### config.mk
export PLATFORM = sky130hd
export DESIGN_NAME = xml_safe_binary_to_text_encoder
export DESIGN_NICKNAME = d
export VERILOG_FILES = /design/src/hw/rtl/xsenc_pkg.sv /design/src/hw/rtl/xsenc_pack.sv /design/src/hw/rtl/xml_safe_binary_to_text_encoder.sv
export SDC_FILE = /design/constraint.sdc
export NUM_CORES = 1
export LEC_CHECK = 0
export ABC_AREA = 1
export BUFFER_PORTS_ARGS = -buffer_cell sky130_fd_sc_hd__clkbuf_2
export CORE_ASPECT_RATIO = 0.6
export CORE_UTILIZATION = 40
export DETAILED_ROUTE_END_ITERATION = 16
export HOLD_SLACK_MARGIN = 0.12
export SLEW_MARGIN = 20
export SYNTH_ARGS = -nofsm -noshare
export SYNTH_HDL_FRONTEND = slang
export SYNTH_HIERARCHICAL = 1
export SYNTH_SLANG_ARGS = --single-unit
export TNS_END_PERCENT = 5
### constraint.sdc
create_clock -name i_clk -period 3.6 [get_ports i_clk]
set_input_delay 0.36 -clock i_clk [delete_from_list [all_inputs] [get_ports i_clk]]
set_output_delay 0.36 -clock i_clk [all_outputs]
set_load 0.02 [all_outputs]
### src/hw/rtl/xsenc_pkg.sv
// Package: block mapping constants, job type and character mapping function.
package xsenc_pkg;

    localparam int CharsMax  = 9;
    localparam int CountW    = $clog2(CharsMax + 1);
    localparam int BlockW    = 20;
    localparam int GroupLast = 4;

    localparam logic [7:0] CharAmp   = 8'h26;
    localparam logic [7:0] CharTab   = 8'h09;
    localparam logic [7:0] CharQuery = 8'h3f;
    localparam logic [7:0] CharDigit = 8'h30;

    typedef logic [CharsMax-1:0][7:0] t_chars;

    typedef struct packed {
        logic              has_a;
        logic [BlockW-1:0] word_a;
        logic              has_b;
        logic [BlockW-1:0] word_b;
        logic              term;
        logic [2:0]        rest;
        logic              eos;
    } t_job;

    function automatic logic [7:0] fix_char(input logic [7:0] c);
        return (c == CharAmp) ? CharTab : c;
    endfunction

    // map one 20-bit block to three characters
    function automatic logic [23:0] map_block(input logic [BlockW-1:0] blk);
        logic [31:0] w;
        logic [31:0] o;
        w = {blk, 12'h000};
        if ((w & 32'h03efd000) == 32'h01e3c000) begin
            o = 32'h38404000 | ((w & 32'h00100000) << 5) | ((w & 32'h00002000) << 11)
              | ((w & 32'hfc000000) >> 10);
        end else if ((w & 32'h03e80000) == 32'h01e00000) begin
            o = 32'h30404000 | ((w & 32'h00100000) << 5) | ((w & 32'h00001000) << 12)
              | ((w & 32'hfc000000) >> 10) | ((w & 32'h0007e000) >> 5);
        end else if ((w & 32'h0007d000) == 32'h0003c000) begin
            o = 32'h34404000 | ((w & 32'h00002000) << 12) | ((w & 32'h00080000) << 5)
              | ((w & 32'hfc000000) >> 10) | ((w & 32'h03f00000) >> 12);
        end else if ((w & 32'h03000000) != 32'h0 && (w & 32'h00060000) != 32'h0) begin
            o = 32'h40000000 | ((w & 32'hfc000000) >> 2) | ((w & 32'h03f80000) >> 3)
              | ((w & 32'h0007f000) >> 4);
        end else if ((w & 32'hf3000000) == 32'h0) begin
            o = 32'h20204000 | (w & 32'h0c000000) | ((w & 32'h00c00000) << 2)
              | ((w & 32'h003c0000) >> 2) | ((w & 32'h0003f000) >> 4);
        end else if ((w & 32'hf0060000) == 32'h0) begin
            o = 32'h20402000 | ((w & 32'h00010000) << 11) | ((w & 32'h0e000000) >> 1)
              | ((w & 32'h01f80000) >> 3) | ((w & 32'h0000f000) >> 4);
        end else if ((w & 32'h03060000) == 32'h0) begin
            o = 32'h20404000 | ((w & 32'hf0000000) >> 4) | ((w & 32'h0c000000) >> 6)
              | ((w & 32'h00f00000) >> 4) | ((w & 32'h00080000) >> 6)
              | ((w & 32'h0001f000) >> 4);
        end else if ((w & 32'h03000000) == 32'h0) begin
            o = 32'h00c08000 | ((w & 32'h0007f000) << 12) | ((w & 32'hf8000000) >> 11)
              | ((w & 32'h00080000) >> 6) | ((w & 32'h04000000) >> 14)
              | ((w & 32'h00f00000) >> 12);
        end else begin
            o = 32'hc0800000 | ((w & 32'hf8000000) >> 3) | ((w & 32'h04000000) >> 5)
              | ((w & 32'h0001f000) << 4) | ((w & 32'h03f80000) >> 11);
        end
        return {fix_char(o[31:24]), fix_char(o[23:16]), fix_char(o[15:8])};
    endfunction

endpackage

### src/hw/rtl/xsenc_pack.sv
// Character packer: maps the blocks of one job and lines up its characters in order.
module xsenc_pack (
    input  xsenc_pkg::t_job                   i_job,
    output xsenc_pkg::t_chars                 o_chars,
    output logic [xsenc_pkg::CountW-1:0]      o_count
);
    import xsenc_pkg::*;

    logic [23:0]       chars_a;
    logic [23:0]       chars_b;
    logic [CountW-1:0] slot;

    assign chars_a = map_block(i_job.word_a);
    assign chars_b = map_block(i_job.word_b);

    always_comb begin
        o_chars = '0;
        slot    = '0;
        if (i_job.has_a) begin
            o_chars[slot]          = chars_a[23:16];
            o_chars[slot + 4'd1]   = chars_a[15:8];
            o_chars[slot + 4'd2]   = chars_a[7:0];
            slot                   = slot + 4'd3;
        end
        if (i_job.has_b) begin
            o_chars[slot]          = chars_b[23:16];
            o_chars[slot + 4'd1]   = chars_b[15:8];
            o_chars[slot + 4'd2]   = chars_b[7:0];
            slot                   = slot + 4'd3;
        end
        if (i_job.term) begin
            o_chars[slot]          = CharQuery;
            o_chars[slot + 4'd1]   = CharDigit | {5'b0, i_job.rest};
            o_chars[slot + 4'd2]   = CharQuery;
            slot                   = slot + 4'd3;
        end
        o_count = slot;
    end

endmodule

### src/hw/rtl/xml_safe_binary_to_text_encoder.sv
// Top level: byte stream to text-safe character encoder.
//
//  channel | direction | handshake                    | beat payload
//  input   | in        | i_in_valid / o_in_stall      | i_data_byte, i_end_of_stream
//  output  | out       | o_out_valid / i_out_stall    | o_text_char, o_last_char
//
// A byte is taken into a job register; once the buffer is free, the job's blocks are
// mapped and loaded into a 9-character shift buffer, and one character leaves per cycle
// while the output is not stalled. Sustained rate is set by the output port: six
// characters per five bytes; bytes that yield no character never load the buffer.
// Synchronous active-low reset clears group position, job valid and buffer count.
// Output stall holds the buffer; input stall rises when a job waits on a busy buffer.
module xml_safe_binary_to_text_encoder (
    input  logic       i_clk,
    input  logic       i_rst_n,
    input  logic       i_in_valid,
    output logic       o_in_stall,
    input  logic [7:0] i_data_byte,
    input  logic       i_end_of_stream,
    output logic       o_out_valid,
    input  logic       i_out_stall,
    output logic [7:0] o_text_char,
    output logic       o_last_char
);
    import xsenc_pkg::*;

    logic [2:0]        r_pos;
    logic [2:0]        n_pos;
    logic [7:0]        r_pend [4];
    logic              r_jv;
    t_job              r_job;
    t_job              n_job;
    t_chars            r_chars;
    logic [CountW-1:0] r_cnt;
    logic              r_eos;
    t_chars            pk_chars;
    logic [CountW-1:0] pk_count;
    logic [2:0]        pos;
    logic              in_fire;
    logic              out_fire;
    logic              buf_free;
    logic              load;
    logic              job_chars;

    assign pos      = (r_pos > 3'(GroupLast)) ? 3'd0 : r_pos;
    assign out_fire = o_out_valid && !i_out_stall;
    assign buf_free = (r_cnt == '0) || ((r_cnt == CountW'(1)) && out_fire);
    assign load     = r_jv && buf_free;
    assign o_in_stall = r_jv && !buf_free;
    assign in_fire  = i_in_valid && !o_in_stall;

    always_comb begin
        n_job        = '0;
        n_job.eos    = i_end_of_stream;
        n_job.rest   = pos + 3'd1;
        n_job.term   = i_end_of_stream && (pos != 3'(GroupLast));
        case (pos)
            3'd0: begin
                n_job.has_a  = i_end_of_stream;
                n_job.word_a = {i_data_byte, 12'h000};
            end
            3'd1: begin
                n_job.has_a  = i_end_of_stream;
                n_job.word_a = {r_pend[0], i_data_byte, 4'h0};
            end
            3'd2: begin
                n_job.has_a  = 1'b1;
                n_job.word_a = {r_pend[0], r_pend[1], i_data_byte[7:4]};
                n_job.has_b  = i_end_of_stream;
                n_job.word_b = {i_data_byte[3:0], 16'h0000};
            end
            3'd3: begin
                n_job.has_b  = i_end_of_stream;
                n_job.word_b = {r_pend[2][3:0], i_data_byte, 8'h00};
            end
            default: begin
                n_job.has_b  = 1'b1;
                n_job.word_b = {r_pend[2][3:0], r_pend[3], i_data_byte};
            end
        endcase
        job_chars = n_job.has_a || n_job.has_b || n_job.term;
        n_pos     = (i_end_of_stream || pos == 3'(GroupLast)) ? 3'd0 : pos + 3'd1;
    end

    always_ff @(posedge i_clk) begin
        if (!i_rst_n) begin
            r_pos <= '0;
            r_jv  <= 1'b0;
        end else begin
            if (in_fire) begin
                r_pos <= n_pos;
                r_jv  <= job_chars;
            end else if (load) begin
                r_jv  <= 1'b0;
            end
        end
    end

    always_ff @(posedge i_clk) begin
        if (in_fire) begin
            r_job <= n_job;
            if (pos != 3'(GroupLast)) begin
                r_pend[pos[1:0]] <= i_data_byte;
            end
        end
    end

    xsenc_pack u_pack (
        .i_job   (r_job),
        .o_chars (pk_chars),
        .o_count (pk_count)
    );

    always_ff @(posedge i_clk) begin
        if (!i_rst_n) begin
            r_cnt <= '0;
        end else if (load) begin
            r_cnt <= pk_count;
        end else if (out_fire) begin
            r_cnt <= r_cnt - CountW'(1);
        end
    end

    always_ff @(posedge i_clk) begin
        if (load) begin
            r_chars <= pk_chars;
            r_eos   <= r_job.eos;
        end else if (out_fire) begin
            r_chars <= {8'h00, r_chars[CharsMax-1:1]};
        end
    end

    assign o_out_valid = (r_cnt != '0);
    assign o_text_char = r_chars[0];
    assign o_last_char = r_eos && (r_cnt == CountW'(1));

`ifndef NO_ASSERTIONS
    a_cnt_range: assert property (@(posedge i_clk) disable iff (!i_rst_n)
        r_cnt <= CountW'(CharsMax))
        else $error("character count beyond buffer depth");

    a_pos_range: assert property (@(posedge i_clk) disable iff (!i_rst_n)
        r_pos <= 3'(GroupLast))
        else $error("group position out of range");

    a_drain: assert property (@(posedge i_clk) disable iff (!i_rst_n)
        (out_fire && o_last_char && !r_jv) |=> !o_out_valid)
        else $error("characters remain after final beat");

    a_job_hold: assert property (@(posedge i_clk) disable iff (!i_rst_n)
        (r_jv && !buf_free) |=> (r_jv && $stable(r_job)))
        else $error("waiting job lost");
`endif

endmodule

# Word level (Yosys, flattened, before mapping)
# Memories as Yosys holds them, arrays and structs flattened.
# Index checks and enable logic that the tools add are counted.
# classes
bitwise	60
reduce_logical	40
n_mux	57
addsub	8
eq_ne	18
magnitude_cmp	13
# op_table
operator	count
$mux 32	16
$or 32x14->32	10
$or 32x22->32	10
$bwmux 72	4
$mux 72	4
$logic_not 32->1	8
$demux 8 s4	6
$or 30x25->30	6
$or 32x12->32	4
$or 32x13->32	4
$or 32x15->32	4
$reduce_bool 32->1	4
$pmux 21 s3	2
$or 54x54->54	2
$mux 8	12
$or 32x20->32	3
$or 32x21->32	2
$or 31x21->31	2
$or 31x23->31	2
$or 30x22->30	2
$or 30x26->30	2
$or 30x27->30	2
$eq 8x6->1 const B	6
$and 18x18->18	2
29 further kinds	77
# word_totals
in_bits	13
out_inout_bits	11
register_bits	128
mem_count	1
ram_bits	32
word_cells	217
# memory_table
name	words	width	read_ports	rd_ports_with_merged_regs	write_ports	line	text
r_pend	4	8	4	0	1	xml_safe_binary_to_text_encoder.sv:29	logic [7:0] r_pend [4];

# Depth between registers and ports, before layout
# logic_depth
word_depth	24
depth_mapped	20
mapped_depth_nobuf	20

# Hierarchy
# The synthesis kept the hierarchy.
# by_module_without_submodules
mod	area_per_inst_um2	cells_each	instances	seq_area_each_um2
xml_safe_binary_to_text_encoder	6481.2	576	1	4604.4
xsenc_pack	3619.7	773	1	0.0

# Worst setup path after synthesis
# OpenSTA, ideal clock, no wires.
# synth_path
path_kind	reg-to-reg
startpoint	reg r_cnt[0]
endpoint	reg r_chars (netlist bit o_text_char[0]) (enable)
slack_ps	401
n_path_buf	2
arrival_time_ps	2455
stages_incl_launch_ff	9
synth_period_minus_slack_ps	3199
setup_ps	744
path_cell_list	dfxtp_1 > inv_1 > ha_1 > nand2_2 > nand2_2 > nand2_4 > buf_6 > buf_6 > nand2_1
# synth_via
elab_chain_cells	6
# synth_rtl
item	line	text
start: declaration	xml_safe_binary_to_text_encoder.sv:34	logic [CountW-1:0] r_cnt;
start signal: assignment	xml_safe_binary_to_text_encoder.sv:118	r_cnt <= pk_count;
start signal: assignment	xml_safe_binary_to_text_encoder.sv:120	r_cnt <= r_cnt - CountW'(1);
$reduce_bool 4->1 (*)	xml_safe_binary_to_text_encoder.sv:133	assign o_out_valid = (r_cnt != '0);
via o_out_valid	xml_safe_binary_to_text_encoder.sv:20	output logic o_out_valid,
$logic_and 1x1->1 (*)	xml_safe_binary_to_text_encoder.sv:46	assign out_fire = o_out_valid && !i_out_stall;
$logic_and 1x1->1	xml_safe_binary_to_text_encoder.sv:47	assign buf_free = (r_cnt == '0) || ((r_cnt == CountW'(1)) && out_fire);
$logic_or 1x1->1	xml_safe_binary_to_text_encoder.sv:47	
$logic_and 1x1->1	xml_safe_binary_to_text_encoder.sv:48	assign load = r_jv && buf_free;
$reduce_bool 2->1 (no source line) (*)	n/a	
end signal: assignment	xml_safe_binary_to_text_encoder.sv:126	r_chars <= pk_chars;
end signal: assignment	xml_safe_binary_to_text_encoder.sv:129	r_chars <= {8'h00, r_chars[CharsMax-1:1]};
end: declaration	xml_safe_binary_to_text_encoder.sv:33	t_chars r_chars;
# The timed path passes the listed nets; every way through them passes the cells marked *.
# A chain may end at the register's enable or synchronous reset.

==> results_tabular.tex <==
\begin{tabular}{lr}
\hline
Metric & Value \\
\hline
\multicolumn{2}{l}{\textbf{Cells and area}} \\
Commonest cells after routing, fill and taps aside & sky130\_fd\_sc\_hd\_\_nand2\_1, sky130\_fd\_sc\_hd\_\_edfxtp\_1, sky130\_fd\_sc\_hd\_\_inv\_1 \\
Count of inserted antenna diode cells & 0 \\
Nets@finish & 1,389 \\
Register area & 4600 um2 \\
FILL cells & 2,470 \\
Final cell utilization of the core & 45.1\% \\
Relative area change from synthesis to final layout & 9.39\% \\
Fraction of final layout cells sized beyond drive strength 1 & 9.80\% \\
Multi-input gate area & 4520 um2 \\
Leading cell type in the layout, fill and taps excluded & sky130\_fd\_sc\_hd\_\_nand2\_1 \\
\multicolumn{2}{l}{\textbf{CTS}} \\
TritonCTS clock tree & built \\
Total number of H-tree levels & 4 \\
Clock root buffer & sky130\_fd\_sc\_hd\_\_clkbuf\_16 \\
Maximum buffer depth of the clock tree & 2 \\
Cts-stage hold buffer count & 7 \\
Post-CTS sizing & 0 \\
Clock sinks & 156 \\
Clock network latency to the later pin of the worst-skew pair & 0.45 ns \\
Buffers inserted during post-CTS setup optimization & 0 \\
Clk slew on worst S/H paths & 0.07 ns \\
Number of buffers inserted during clock tree synthesis & 17 \\
\multicolumn{2}{l}{\textbf{Routing}} \\
Via Count & 9,217 \\
Routed wire per std cell & 18.6 um \\
Total wire length & 31,600 um \\
Router iterations before antenna repair & 6 \\
DRT antenna net count & 0 \\
DRC viols & 0 \\
Ratio of routed vias to standard cells & 5.42 \\
First DRT Iteration DRCs & 1,180 \\
\multicolumn{2}{l}{\textbf{Logic synthesis}} \\
Simple-Gate Fraction of Synth Area & 31.2\% \\
Top cells by area, synth & sky130\_fd\_sc\_hd\_\_edfxtp\_1, sky130\_fd\_sc\_hd\_\_nand2\_1, sky130\_fd\_sc\_hd\_\_inv\_1 \\
Share of the synthesized area in compound gates (AO/OA/AOI/OAI) & 11.5\% \\
Adder and majority gate portion of the synthesized area & 1.49\% \\
Fraction of post-synthesis cell area in the top cell type by area & 44.0\% \\
Sequential share of the synthesized area & 45.6\% \\
Avg Synthesized Cell Area & 7.49 um2 \\
Main combinational cell family by area after synthesis & simple AND/OR/NAND/NOR gates \\
Number of enable-type register cells in the synthesized netlist & 148 \\
Cell area after technology mapping & 10,100 um2 \\
Number of instances in the synthesized netlist & 1,349 \\
Count of state elements after synthesis & 156 \\
Proportion of synthesized flip-flops having asynchronous set or reset & 0\% \\
Parity-gate share of the synthesized area counting xor and xnor cells & 0.260\% \\
Yosys warnings & 6 \\
Predominant post-synthesis flop cell & sky130\_fd\_sc\_hd\_\_edfxtp\_1 \\
Unique cell type count in the Yosys netlist & 43 \\
Most area-hungry cell type in the Yosys netlist & sky130\_fd\_sc\_hd\_\_edfxtp\_1 \\
Multiplexer area fraction after synthesis & 0\% \\
\multicolumn{2}{l}{\textbf{Power and ir drop}} \\
Power density relative to cell area & 763 nW/um2 \\
Total net switching power & 3.57 mW \\
Switching part of the total power & 42.3\% \\
Total internal power & 4.86 mW \\
Worst vdd rail ir drop & 0.611 mV \\
Clock Power Share & 21.3\% \\
Static Leakage & 5.02 nW \\
Power share of the sequential group & 38.1\% \\
Gate power share & 40.6\% \\
\multicolumn{2}{l}{\textbf{Floorplan}} \\
Die extent in x & 207 um \\
Core Box Area & 24,500 um2 \\
I/O pin total & 24 \\
Rows & 44 \\
Initial Util & 41.2\% \\
Die area & 25,900 um2 \\
Die Span Y & 125 um \\
\multicolumn{2}{l}{\textbf{Global route}} \\
Wire length of the first global-routing pass & 49,200 um \\
Grt total ovfl & 0 \\
GRT Overall Usage & 25.0\% \\
Vias in the first global route & 8,521 \\
Antenna violations before repair & 1 \\
Largest net degree at the start of global routing & 76 \\
\multicolumn{2}{l}{\textbf{STA}} \\
Portion of the clock cycle consumed by the worst path in the final layout & 85.4\% \\
Tightest Pin Transition & 0.843 ns \\
Hold WS & 0.153 ns \\
Post-route minimum period & 3.08 ns \\
Setup\_tns & 0 ns \\
Final count of negative-setup-slack endpoints & 0 \\
Slew Limit Fails & 0 \\
Hold Violations, Final & 0 \\
Highest clock frequency the design can meet & 325 MHz \\
Setup repair after global routing missed its margin & no \\
Worst Skew & 0.0113 ns \\
Worst-case headroom to the max-slew limit & 43.3\% \\
\multicolumn{2}{l}{\textbf{Placed design}} \\
Half-perimeter wire length of the detailed placement result & 23,700 um \\
Count of buffers inserted at the top-level ports & 23 \\
Final estimated routing congestion in global placement & 1.03 \\
\multicolumn{2}{l}{\textbf{Worst hold path}} \\
Worst hold path class & in -> reg \\
\multicolumn{2}{l}{\textbf{Setup path}} \\
Setup Crit Path Kind & reg -> reg \\
Element type at the critical path end & register \\
Crit Path Max Fanout & 16 \\
Data arrival time of the worst path & 3.27 ns \\
Req. time, crit path & 3.80 ns \\
CP startpoint kind & register \\
\multicolumn{2}{l}{\textbf{Run status}} \\
Status & finished, final reports clean \\
\multicolumn{2}{l}{\textbf{Run}} \\
\# Max-Cap Violations & 0 \\
\hline
\end{tabular}
==> through the flow <==
step                      instance area (um2)  std cells  worst slack, ns  power [mW]
after floorplan                         10100       1354            0.401        5.63
after global placement                  10400       1660            0.613        6.61
after detailed placement                10400       1660            0.669        6.58
after CTS                               11000       1699            0.655        8.41
after global routing                    11000       1699            0.272        9.00
final                                   11000       1699            0.524        8.43
==> worst max-delay path, stage by stage (launching register included) <==
cell and delay (ns):
sky130_fd_sc_hd__edfxtp_1 0.43, sky130_fd_sc_hd__inv_1 0.12, sky130_fd_sc_hd__nand2_2 0.24, sky130_fd_sc_hd__nor2_2 0.54, sky130_fd_sc_hd__inv_1 0.16, sky130_fd_sc_hd__o21ai_0 0.23, sky130_fd_sc_hd__nand2_1 0.07, sky130_fd_sc_hd__nand2_1 0.07
sky130_fd_sc_hd__nand2_1 0.06, sky130_fd_sc_hd__nand2_1 0.06, sky130_fd_sc_hd__nand2_1 0.10, sky130_fd_sc_hd__nand3_2 0.16, sky130_fd_sc_hd__nand2_1 0.16, sky130_fd_sc_hd__nand2_1 0.10, sky130_fd_sc_hd__nand2_1 0.05, sky130_fd_sc_hd__nand2_1 0.05
sky130_fd_sc_hd__nand2_1 0.05, sky130_fd_sc_hd__nand2_1 0.06, sky130_fd_sc_hd__nand2_1 0.08
==> synth_stat cells (5+ instances only) <==
| cell | number |
|---|---|
| sky130_fd_sc_hd__nor2_1 | 122 |
| sky130_fd_sc_hd__nand2_1 | 497 |
| sky130_fd_sc_hd__nand2_2 | 11 |
| sky130_fd_sc_hd__edfxtp_1 | 148 |
| sky130_fd_sc_hd__nor3_1 | 8 |
| sky130_fd_sc_hd__o21ai_0 | 89 |
| sky130_fd_sc_hd__nor2_2 | 11 |
| sky130_fd_sc_hd__buf_2 | 11 |
| sky130_fd_sc_hd__nand3_1 | 75 |
| sky130_fd_sc_hd__ha_1 | 12 |
| sky130_fd_sc_hd__o31ai_1 | 9 |
| sky130_fd_sc_hd__buf_6 | 11 |
| sky130_fd_sc_hd__o21ai_1 | 9 |
| sky130_fd_sc_hd__nand2_4 | 5 |
| sky130_fd_sc_hd__o211ai_1 | 12 |
| sky130_fd_sc_hd__clkbuf_1 | 12 |
| sky130_fd_sc_hd__buf_4 | 27 |
| sky130_fd_sc_hd__nand3_2 | 5 |
| sky130_fd_sc_hd__o22ai_1 | 15 |
| sky130_fd_sc_hd__dfxtp_1 | 8 |
| sky130_fd_sc_hd__inv_1 | 135 |
| sky130_fd_sc_hd__inv_2 | 14 |
| sky130_fd_sc_hd__nand4_1 | 9 |
| sky130_fd_sc_hd__a21oi_1 | 61 |
==> state kept, by name, indices dropped and copies added, names as in the netlist <==
name / cells
r_chars: 64
r_jv: 1
r_job: 47
r_pos: 3
r_pend: 28
o_text_char: 8
r_cnt: 4
r_eos: 1
==> cells by family (layout without fill, tap and decap cells) <==
group,after synthesis,in the layout
and+or+nand+nor,753,753
buffers and inverters,214,237
AOI/OAI and AO/OA,210,210
DFF,156,156
adders and majority gates,12,12
xor gates and xnor gates,3,3
other,1,6
==> power groups by stage <==
stage / sequential [mW] / clock (mW) / combinational, mW
after floorplan: 3.15 / 0 / 2.49
after global placement: 3.23 / 0 / 3.38
after detailed placement: 3.24 / 0 / 3.35
after CTS: 3.20 / 1.84 / 3.37
after global routing: 3.26 / 1.90 / 3.84
final: 3.21 / 1.80 / 3.42
==> layout make-up <==
cell class,instances,share of cell area (%)
Sequential cell,156,41.7
Multi-Input combinational cell,984,40.9
Tap cell,322,3.65
Clock inverter,14,1.36
Inverter,152,5.16
Timing Repair Buffer,53,3.35
Clock buffer,18,3.88
==> layer usage <==
layer | track usage, % | wire [um]
met1 | 38.4 | 15600
met2 | 31.7 | 11700
met3 | 9.22 | 3740
met4 | 7.24 | 437
met5 | 1.27 | 63
==> worst paths after layout <==
path                  startpoint                  endpoint  slack, ns  depth (start not counted)
max          r_job[18]$_DFFE_PP_  o_text_char[3]$_DFFE_PP_       0.52                         18
min               i_data_byte[1]    r_pend[1][1]$_DFFE_PP_       0.15                          1
max reg2reg  r_job[18]$_DFFE_PP_  o_text_char[3]$_DFFE_PP_       0.52                         18
min reg2reg   r_job[0]$_DFFE_PP_           r_eos$_DFFE_PP_       0.46                          0
(Power assumes the default switching activity.)
